## src/hdl/rational_arith_unit_top_defines.svh

```systemverilog
// Assertion macros for the rational arithmetic unit.
`ifndef RATIONAL_ARITH_UNIT_TOP_DEFINES_SVH
`define RATIONAL_ARITH_UNIT_TOP_DEFINES_SVH
// Implication check clocked on clk, off during reset.
`define RAU_ASSERT_IMPL(label, ante, cons, msg) \
	label: assert property (@(posedge clk) disable iff (!arst_n) (ante) |-> (cons)) \
		else $error(msg);
// Next-cycle implication check.
`define RAU_ASSERT_NEXT(label, ante, cons, msg) \
	label: assert property (@(posedge clk) disable iff (!arst_n) (ante) |=> (cons)) \
		else $error(msg);
`endif

```

## src/hdl/rau_pkg.sv

```systemverilog
// Shared codes and types of the rational arithmetic unit.
package rau_pkg;
	localparam logic [2:0] OP_NORM = 3'd0;
	localparam logic [2:0] OP_ADD  = 3'd1;
	localparam logic [2:0] OP_SUB  = 3'd2;
	localparam logic [2:0] OP_MUL  = 3'd3;
	localparam logic [2:0] OP_DIV  = 3'd4;
	localparam logic [2:0] OP_CMP  = 3'd5;
	localparam logic [1:0] ST_OK   = 2'd0;
	localparam logic [1:0] ST_ZERO = 2'd1;
	localparam logic [1:0] ST_OVF  = 2'd2;
	localparam int MAG_W = 64;
	typedef logic [MAG_W-1:0] mag_t;
	typedef struct packed {
		logic start;
		mag_t x;
		mag_t y;
	} gcd_req_t;
	typedef struct packed {
		logic done;
		mag_t g;
	} gcd_rsp_t;
endpackage

```

## src/hdl/rational_arith_unit_top.sv

```systemverilog
// Rational arithmetic unit: normalize, add, subtract, multiply, divide, compare.
// Usage:
//   Input channel in_valid/in_stall carries req_type and both fractions.
//   Output channel out_valid/out_stall carries the reduced fraction, the
//   compare flags and status, one word per request.
//   Run time rests on the shared 64-bit bit-serial divider, which serves
//   each Euclid remainder step and the reduction divides. Errors skip
//   straight to the result. One request is in work at a time; in_stall is
//   high while busy or while a result waits.
//   When the receiver stalls, the result word holds until taken.
//   Reset clears the sequencer and drops any pending word.
module rational_arith_unit_top #(
	parameter int VALUE_WIDTH = 32
) (
	input  logic clk,
	input  logic arst_n,
	input  logic in_valid,
	output logic in_stall,
	input  logic [2:0] req_type,
	input  logic signed [31:0] a_num,
	input  logic signed [31:0] a_den,
	input  logic signed [31:0] b_num,
	input  logic [30:0] b_den,
	output logic out_valid,
	input  logic out_stall,
	output logic signed [31:0] res_num,
	output logic [30:0] res_den,
	output logic less,
	output logic equal,
	output logic greater,
	output logic [1:0] status
);
	logic busy_q, done;
	logic [31:0] c_num;
	logic [30:0] c_den;
	logic c_lt, c_eq, c_gt;
	logic [1:0] c_st;
	assign in_stall = busy_q || out_valid;
	rau_core #(.VALUE_WIDTH(VALUE_WIDTH)) u_core (
		.clk(clk), .arst_n(arst_n), .start(in_valid && !in_stall),
		.req_type(req_type), .a_num(a_num), .a_den(a_den), .b_num(b_num),
		.b_den(b_den), .done(done), .res_num(c_num), .res_den(c_den),
		.less(c_lt), .equal(c_eq), .greater(c_gt), .status(c_st)
	);
	always_ff @(posedge clk or negedge arst_n) begin
		if (!arst_n) begin
			busy_q <= 1'b0;
			out_valid <= 1'b0;
		end else begin
			if (in_valid && !in_stall) busy_q <= 1'b1;
			else if (done) busy_q <= 1'b0;
			if (done) out_valid <= 1'b1;
			else if (!out_stall) out_valid <= 1'b0;
		end
	end
	always_ff @(posedge clk) begin
		if (done) begin
			res_num <= c_num;
			res_den <= c_den;
			less <= c_lt;
			equal <= c_eq;
			greater <= c_gt;
			status <= c_st;
		end
	end
endmodule

```

## src/hdl/rau_divider.sv

```systemverilog
// Shared radix-2 restoring divider: quotient and remainder, one bit per cycle.
module rau_divider (
	input  logic clk,
	input  logic arst_n,
	input  logic start,
	input  rau_pkg::mag_t dividend,
	input  rau_pkg::mag_t divisor,
	output logic done,
	output rau_pkg::mag_t quot,
	output rau_pkg::mag_t rem
);
	import rau_pkg::*;
	logic busy_q;
	logic [6:0] cnt_q;
	mag_t q_q, r_q, d_q;
	logic [MAG_W:0] trial;
	assign trial = {r_q, q_q[MAG_W-1]} - {1'b0, d_q};
	always_ff @(posedge clk or negedge arst_n) begin
		if (!arst_n) begin
			busy_q <= 1'b0;
			cnt_q <= '0;
			done <= 1'b0;
		end else begin
			done <= 1'b0;
			if (start) begin
				busy_q <= 1'b1;
				cnt_q <= 7'(MAG_W);
			end else if (busy_q) begin
				cnt_q <= cnt_q - 7'd1;
				if (cnt_q == 7'd1) begin
					busy_q <= 1'b0;
					done <= 1'b1;
				end
			end
		end
	end
	always_ff @(posedge clk) begin
		if (start) begin
			q_q <= dividend;
			r_q <= '0;
			d_q <= divisor;
		end else if (busy_q) begin
			if (!trial[MAG_W]) begin
				r_q <= trial[MAG_W-1:0];
				q_q <= {q_q[MAG_W-2:0], 1'b1};
			end else begin
				r_q <= {r_q[MAG_W-2:0], q_q[MAG_W-1]};
				q_q <= {q_q[MAG_W-2:0], 1'b0};
			end
		end
	end
	assign quot = q_q;
	assign rem = r_q;
endmodule

```

## src/hdl/rau_core.sv

```systemverilog
// Sequencer: cross products, Euclid gcd and reduction on the shared divider.
module rau_core #(
	parameter int VALUE_WIDTH = 32
) (
	input  logic clk,
	input  logic arst_n,
	input  logic start,
	input  logic [2:0] req_type,
	input  logic [31:0] a_num,
	input  logic [31:0] a_den,
	input  logic [31:0] b_num,
	input  logic [30:0] b_den,
	output logic done,
	output logic [31:0] res_num,
	output logic [30:0] res_den,
	output logic less,
	output logic equal,
	output logic greater,
	output logic [1:0] status
);
	import rau_pkg::*;
	typedef enum logic [8:0] {
		S_IDLE = 9'b000000001,
		S_MUL1 = 9'b000000010,
		S_MUL2 = 9'b000000100,
		S_COMB = 9'b000001000,
		S_GCD  = 9'b000010000,
		S_GWT  = 9'b000100000,
		S_DN   = 9'b001000000,
		S_DD   = 9'b010000000,
		S_OUT  = 9'b100000000
	} state_t;
	state_t state_q;
	logic [2:0] op_q;
	logic an_neg_q, bn_neg_q;
	logic [31:0] an_q, ad_q, bn_q, bd_q;
	mag_t p_q, q_q, d_q, x_q, y_q, nr_q;
	logic n_neg_q;
	logic [31:0] mul_a, mul_b;
	mag_t prod;
	logic dv_start, dv_done;
	mag_t dv_n, dv_d, dv_quot, dv_rem;
	logic [31:0] an_m, ad_m, bn_m;
	logic an_s, bad;
	mag_t lim;
	logic pend_q;
	assign lim = (mag_t'(1) << (VALUE_WIDTH - 1)) - mag_t'(1);
	assign an_m = a_num[31] ? 32'(-a_num) : a_num;
	assign ad_m = a_den[31] ? 32'(-a_den) : a_den;
	assign bn_m = b_num[31] ? 32'(-b_num) : b_num;
	assign an_s = (a_num[31] ^ a_den[31]) && (an_m != '0);
	assign bad = (req_type > OP_CMP) || (ad_m == '0)
		|| (req_type != OP_NORM && b_den == '0)
		|| (req_type == OP_DIV && bn_m == '0);
	assign prod = mag_t'(mul_a) * mag_t'(mul_b);
	always_comb begin
		mul_a = an_q;
		mul_b = bd_q;
		if (state_q == S_MUL2) begin
			mul_a = ad_q;
			mul_b = (op_q == OP_DIV) ? bn_q : bd_q;
		end else if (state_q == S_COMB) begin
			mul_a = bn_q;
			mul_b = ad_q;
		end else if (op_q == OP_MUL) begin
			mul_b = bn_q;
		end
	end
	rau_divider u_div (
		.clk(clk), .arst_n(arst_n), .start(dv_start), .dividend(dv_n),
		.divisor(dv_d), .done(dv_done), .quot(dv_quot), .rem(dv_rem)
	);
	assign dv_start = (state_q == S_GCD && y_q != '0 && x_q != '0)
		|| (state_q == S_DN && !pend_q && x_q != '0)
		|| (state_q == S_DD && !pend_q);
	always_comb begin
		dv_n = x_q;
		dv_d = y_q;
		if (state_q == S_DN) begin
			dv_n = p_q;
			dv_d = x_q;
		end else if (state_q == S_DD) begin
			dv_n = d_q;
			dv_d = x_q;
		end
	end
	always_ff @(posedge clk or negedge arst_n) begin
		if (!arst_n) begin
			state_q <= S_IDLE;
			done <= 1'b0;
			pend_q <= 1'b0;
		end else begin
			done <= 1'b0;
			unique case (state_q)
				S_IDLE: if (start) begin
					if (bad) begin
						state_q <= S_OUT;
					end else if (req_type == OP_NORM) begin
						state_q <= S_GCD;
					end else begin
						state_q <= S_MUL1;
					end
				end
				S_MUL1: state_q <= (op_q == OP_CMP) ? S_COMB : S_MUL2;
				S_MUL2: state_q <= (op_q == OP_ADD || op_q == OP_SUB) ? S_COMB : S_GCD;
				S_COMB: state_q <= (op_q == OP_CMP) ? S_OUT : S_GCD;
				S_GCD: state_q <= (y_q == '0 || x_q == '0) ? S_DN : S_GWT;
				S_GWT: if (dv_done) state_q <= S_GCD;
				S_DN: begin
					if (x_q == '0) state_q <= S_OUT;
					else if (!pend_q) pend_q <= 1'b1;
					else if (dv_done) begin
						pend_q <= 1'b0;
						state_q <= S_DD;
					end
				end
				S_DD: begin
					if (!pend_q) pend_q <= 1'b1;
					else if (dv_done) begin
						pend_q <= 1'b0;
						state_q <= S_OUT;
					end
				end
				S_OUT: begin
					done <= 1'b1;
					state_q <= S_IDLE;
				end
				default: state_q <= S_IDLE;
			endcase
		end
	end
	logic [1:0] st_q;
	logic lt_q, eq_q, gt_q;
	always_ff @(posedge clk) begin
		unique case (state_q)
			S_IDLE: if (start) begin
				op_q <= req_type;
				an_q <= an_m;
				ad_q <= ad_m;
				bn_q <= bn_m;
				bd_q <= {1'b0, b_den};
				an_neg_q <= an_s;
				bn_neg_q <= b_num[31] && (bn_m != '0);
				st_q <= bad ? ST_ZERO : ST_OK;
				lt_q <= 1'b0; eq_q <= 1'b0; gt_q <= 1'b0;
				p_q <= mag_t'(an_m);
				d_q <= mag_t'(ad_m);
				x_q <= mag_t'(an_m);
				y_q <= mag_t'(ad_m);
				n_neg_q <= an_s;
			end
			S_MUL1: begin
				p_q <= prod;
				n_neg_q <= (op_q == OP_MUL || op_q == OP_DIV) ? (an_neg_q ^ bn_neg_q) : an_neg_q;
			end
			S_MUL2: begin
				d_q <= prod;
				x_q <= p_q;
				y_q <= prod;
			end
			S_COMB: begin
				if (op_q == OP_CMP) begin
					if (n_neg_q != bn_neg_q) begin
						lt_q <= n_neg_q; gt_q <= !n_neg_q;
					end else if (p_q == prod) begin
						eq_q <= 1'b1;
					end else begin
						lt_q <= (p_q > prod) == n_neg_q;
						gt_q <= (p_q > prod) != n_neg_q;
					end
				end else begin
					if ((n_neg_q == (bn_neg_q ^ (op_q == OP_SUB))) || p_q >= prod) begin
						p_q <= (n_neg_q == (bn_neg_q ^ (op_q == OP_SUB))) ? p_q + prod : p_q - prod;
						x_q <= (n_neg_q == (bn_neg_q ^ (op_q == OP_SUB))) ? p_q + prod : p_q - prod;
					end else begin
						p_q <= prod - p_q;
						x_q <= prod - p_q;
						n_neg_q <= bn_neg_q ^ (op_q == OP_SUB);
					end
					y_q <= d_q;
				end
			end
			S_GWT: if (dv_done) begin
				x_q <= y_q;
				y_q <= dv_rem;
			end
			S_DN: if (pend_q && dv_done) nr_q <= dv_quot;
			S_DD: if (pend_q && dv_done) begin
				if (nr_q > lim || dv_quot > lim) st_q <= ST_OVF;
				d_q <= dv_quot;
			end
			default: ;
		endcase
	end
	logic zero_q;
	always_ff @(posedge clk) begin
		if (state_q == S_DN) zero_q <= (x_q == '0);
	end
	logic ok_arith;
	assign ok_arith = (st_q == ST_OK) && (op_q != OP_CMP) && !zero_q;
	assign res_num = ok_arith ? (n_neg_q ? 32'(-nr_q) : nr_q[31:0]) : 32'd0;
	assign res_den = ok_arith ? d_q[30:0] : 31'd1;
	assign less = (st_q == ST_OK) && (op_q == OP_CMP) && lt_q;
	assign equal = (st_q == ST_OK) && (op_q == OP_CMP) && eq_q;
	assign greater = (st_q == ST_OK) && (op_q == OP_CMP) && gt_q;
	assign status = st_q;
	`include "rational_arith_unit_top_defines.svh"
	`RAU_ASSERT_IMPL(a_onehot, 1'b1, $onehot(state_q), "state not one-hot")
	`RAU_ASSERT_NEXT(a_done_idle, done, state_q == S_IDLE, "done outside idle")
	`RAU_ASSERT_IMPL(a_cmp_flags, done, $countones({less, equal, greater}) <= 1, "flags")
endmodule

```

## config.mk

```make
export PLATFORM = sky130hd
export DESIGN_NAME = rational_arith_unit_top
export DESIGN_NICKNAME = d
export VERILOG_FILES = /design/src/hdl/rau_pkg.sv /design/src/hdl/rational_arith_unit_top.sv /design/src/hdl/rau_divider.sv /design/src/hdl/rau_core.sv
export VERILOG_INCLUDE_DIRS = /design/src /design/src/hdl
export SDC_FILE = /design/constraint.sdc
export NUM_CORES = 2
export LEC_CHECK = 0
export ABC_AREA = 1
export BUFFER_PORTS_ARGS = -buffer_cell sky130_fd_sc_hd__buf_2
export CAP_MARGIN = 20
export CELL_PAD_IN_SITES_DETAIL_PLACEMENT = 0
export CELL_PAD_IN_SITES_GLOBAL_PLACEMENT = 2
export CORE_AREA = 8 8 487 489
export CTS_CLUSTER_DIAMETER = 80
export DETAILED_ROUTE_END_ITERATION = 8
export DIE_AREA = 0 0 495 497
export PLACE_DENSITY_LB_ADDON = 0.08
export SYNTH_ARGS = -nofsm -noshare
export SYNTH_HDL_FRONTEND = slang
export SYNTH_SLANG_ARGS = --single-unit
```

## constraint.sdc

```tcl
create_clock -name clk -period 13.66 [get_ports clk]
set_clock_uncertainty 0.05 [all_clocks]
set_input_delay 2.732 -clock clk [delete_from_list [all_inputs] [get_ports clk]]
set_output_delay 2.732 -clock clk [all_outputs]
set_load 0.05 [all_outputs]
```

==> results.env <==
MIN_PATH_TYPE='flip-flop to flip-flop'
HOLD_VIOL_FINAL=0
TIMING_WORST_SLEW_PIN_VALUE_NS=1.28
MULTIINPUTGATEAREA_MM2=0.0577
CRITICAL_PATH_ARRIVAL_NS=13.66
CP-START-KIND='flip-flop'
IO_BUFFER_COUNT=203
TOTALPOWERFINAL_uW=5360
CRIT_TYPE='flip-flop to flip-flop'
DIE_W_UM=495
GRT_ANTENNA_BEFORE_REPAIR=32
FIN_NETS=13400
SYN_AVG_CELL_AREA_UM2=7.65
YS.FLOP_TYPE='sky130_fd_sc_hd__edfxtp_1'
MAPPED_CELL_AREA_MM2=0.0891
NUMBER_OF_GLOBAL_ROUTE_VIAS_BEFORE_REPAIR=84500
OUTCOME='complete, no violations'
WORST_EP_REQUIRED_TIME_NS=14.01
NFILLCELLS=23800
PATH_COMMON_CELL='sky130_fd_sc_hd__fa_1'
DRT-PASS1-ITER-COUNT=6
GRT_USAGE_PCT=33.5
SEQ_AREA_FRAC_SYNTH_PCT=24.1
FLOORPLAN.DIE.HEIGHT_UM=497
SETUP_VIOL=0
FINALWORSTPATHREQUIREDPERIOD_NS=13.31
DRV.MAX_CAP_VIOLATION_COUNT=0
MAX-VDD-IR-DROP_mV=0.108
ASYNCSETRESETFLOPFRACSYNTH_PCT=2.97
CRITICAL_PATH_MAX_STAGE_DELAY_NS=0.63
ACHIEVABLE-FREQUENCY_MHz=75.1
CORE_REGION_AREA_MM2=0.229
SYNTHDOMINANTCELLAREASHARE_PCT=22.1
SYNTH.LIB_CELLS_USED.DISTINCT=66
GRT_SETUP_UNREPAIRED='false'
POSTROUTEANTENNANETS=0
DRT-VIAS-PER-INSTANCE=5.60
DRIVE_ABOVE_1_SHARE_PCT=7.66
CP-END-KIND='flip-flop'
FP-ROW-COUNT=176
WL_PER_CELL_UM=28.3
FINAL-SEQ-AREA_MM2=0.0215
SYN-INSTANCE-COUNT=11600
CTS.REPORTEDPATHS.CLKPINSLEW_NS=0.07
TOTAL_WIRE_LENGTH_UM=423000
FLOORPLAN.DIE_AREA_MM2=0.246
MAPPEDNETLISTNETS=13200
YOSYS.CELL_COUNT.TOP_TYPE='sky130_fd_sc_hd__nand2_1'
CLOCK_TREE.HTREE_LEVEL_COUNT=3
SYNTH_EDF_COUNT=655
GRT_FIRST_PASS_WIRELENGTH_UM=603000
PIN_COUNT_OF_THE_BIGGEST_NET_ENTERING_GLOBAL_ROUTING=83
YS_TOP_CELLS_BY_AREA='sky130_fd_sc_hd__edfxtp_1, sky130_fd_sc_hd__fa_1, sky130_fd_sc_hd__nand2_1, sky130_fd_sc_hd__inv_1, sky130_fd_sc_hd__ha_1'
DRT_ITER0_DRC=9284
P_PER_AREA_mW_PER_MM2=54.7
MAX_SLEW_MARGIN_PCT=14.1
DETAIL_ROUTE.DRC_VIOLATIONS=0
TRITONCTS_NUM_SINKS=741
SYNTH-SEQ-CELLS=741
PLACE_CONGESTION=1.04
SYNTH_TOP_CELL_BY_AREA='sky130_fd_sc_hd__edfxtp_1'
CTSLONGESTPATHBUFFERS=3
CLOCK_INSERTION_DELAY_WORST_SKEW_NS=0.79
SYNTHTOLAYOUTAREAGROWTH_PCT=9.87
TRITONCTS.NUM_BUFFERS=95
BOUNDARY_PIN_COUNT=204
INITIAL_UTILIZATION_PCT=38.9
CRIT_PATH_MAX_FANOUT=38
NUM_VIAS=83700
YOSYSWARNINGCOUNT=0
GLOBAL_ROUTE.OVERFLOW_TOTAL=0
CTS-ROOT-BUF='sky130_fd_sc_hd__clkbuf_16'
FIN_UTIL_PCT=42.7
DP.FINAL_HPWL_UM=353000
TIMING_MAX_TRANSITION_VIOLATIONS_FINAL=0
POWER.LEAKAGE_uW=0.0458
POST_SYNTH_MOST_FREQUENT_CELLS='sky130_fd_sc_hd__nand2_1, sky130_fd_sc_hd__inv_1, sky130_fd_sc_hd__nor2_1'
CRIT_SLOWEST_CELL='sky130_fd_sc_hd__nor4_4'
HOLDWS_NS=0.351
CTS_TREE='done'
MIN_PERIOD_OVER_PERIOD_PCT=97.5
-- cell type report --
| type | instances | share of cell area (%) |
|---|---|---|
| sequential | 741 | 22.0 |
| multi-input combinational | 8315 | 58.9 |
| timing repair buffer | 524 | 3.61 |
| clock inverter | 70 | 0.871 |
| tap | 3026 | 3.87 |
| clock buffer | 108 | 2.48 |
| antenna | 8 | 0.0205 |
| inverter | 2153 | 8.28 |
-- timing repair --
item                       CTS  global route
gates resized for setup      2            15
gates cloned                 0             1
hold buffers                 0             0
setup endpoints to repair   11           117
setup buffers                0             3
pin swaps                    0             3
-- report_power, final --
part           switching (uW)  total (uW)  internal (uW)
sequential                  0        2450           2450
clock                    1140        2650           1510
combinational             188         255           67.5
total                    1330        5360           4030
-- metrics by stage --
step | std cells | setup WS (ns) | setup TNS, ns | cell area [um^2]
global placement | 14700 | -0.0674 | -0.150 | 94400
finish | 14900 | 0.347 | 0 | 97900
CTS | 14900 | 0.194 | 0 | 97800
global route | 14900 | 0.00527 | 0 | 97900
detailed placement | 14800 | 0.0761 | 0 | 94500
floorplan | 11600 | 0.383 | 0 | 89100
-- flip-flops by register name, summed over array words and instances (netlist names), 64 cells and up --
name               flops
u_core.d_q            64
u_core.nr_q           64
u_core.p_q            64
u_core.u_div.d_q      64
u_core.u_div.quot     64
u_core.u_div.rem      64
u_core.x_q            64
u_core.y_q            64
-- cell usage in the layout (no fill, tap or decap), types with 204 or more instances in the layout --
master	n
sky130_fd_sc_hd__a21oi_1	533
sky130_fd_sc_hd__buf_2	204
sky130_fd_sc_hd__buf_4	307
sky130_fd_sc_hd__edfxtp_1	655
sky130_fd_sc_hd__fa_1	900
sky130_fd_sc_hd__ha_1	522
sky130_fd_sc_hd__inv_1	2072
sky130_fd_sc_hd__nand2_1	2478
sky130_fd_sc_hd__nand3_1	512
sky130_fd_sc_hd__nor2_1	1423
sky130_fd_sc_hd__o211ai_1	240
sky130_fd_sc_hd__o21ai_0	616
-- worst max-delay path, delay by kind of cell (launching register included) --
| kind | cells | cell delay (ns) |
|---|---|---|
| AOI/OAI and AO/OA | 6 | 1.54 |
| and+or+nand+nor | 16 | 3.99 |
| DFF | 1 | 0.43 |
| buffers and inverters | 9 | 1.71 |
| adders and majority gates | 10 | 5.07 |
-- per-layer routing --
metal / GRT usage, % / part of all wire, % / vias up / routed length [um]
li1: - / - / 37400 / -
met1: 45.3 / 42 / 41700 / 177000
met2: 53.4 / 45 / 3806 / 191000
met3: 5.07 / 7.9 / 736 / 33200
met4: 14.7 / 5.3 / 12 / 22600
met5: 0 / 0.019 / - / 81
-- path summary, 6_finish.rpt --
check | startpoint | endpoint | slack, ns | depth (start not counted)
min in group asynchronous | arst_n | u_core.u_div.cnt_q[4] | 1.91 | 1
min reg2reg | u_core.u_div.quot[63] | u_core.nr_q[63] | 0.35 | 0
max | u_core.state_q[6] | u_core.x_q[27] | 0.35 | 41
min | u_core.u_div.quot[63] | u_core.nr_q[63] | 0.35 | 0
max in group asynchronous | arst_n | u_core.done | 11.15 | 1
max reg2reg | u_core.state_q[6] | u_core.x_q[27] | 0.35 | 41
-- logic make-up after synthesis --
kind of cell	share of synthesized area [%]
AO/OA/AOI/OAI	12.4
XOR/XNOR	2.16
adder cells (fa/ha/maj)	27.6
buffers and inverters	11.5
flip-flops	24.1
AND/OR/NAND/NOR	22.2
Power figures use the tool's default switching activity.
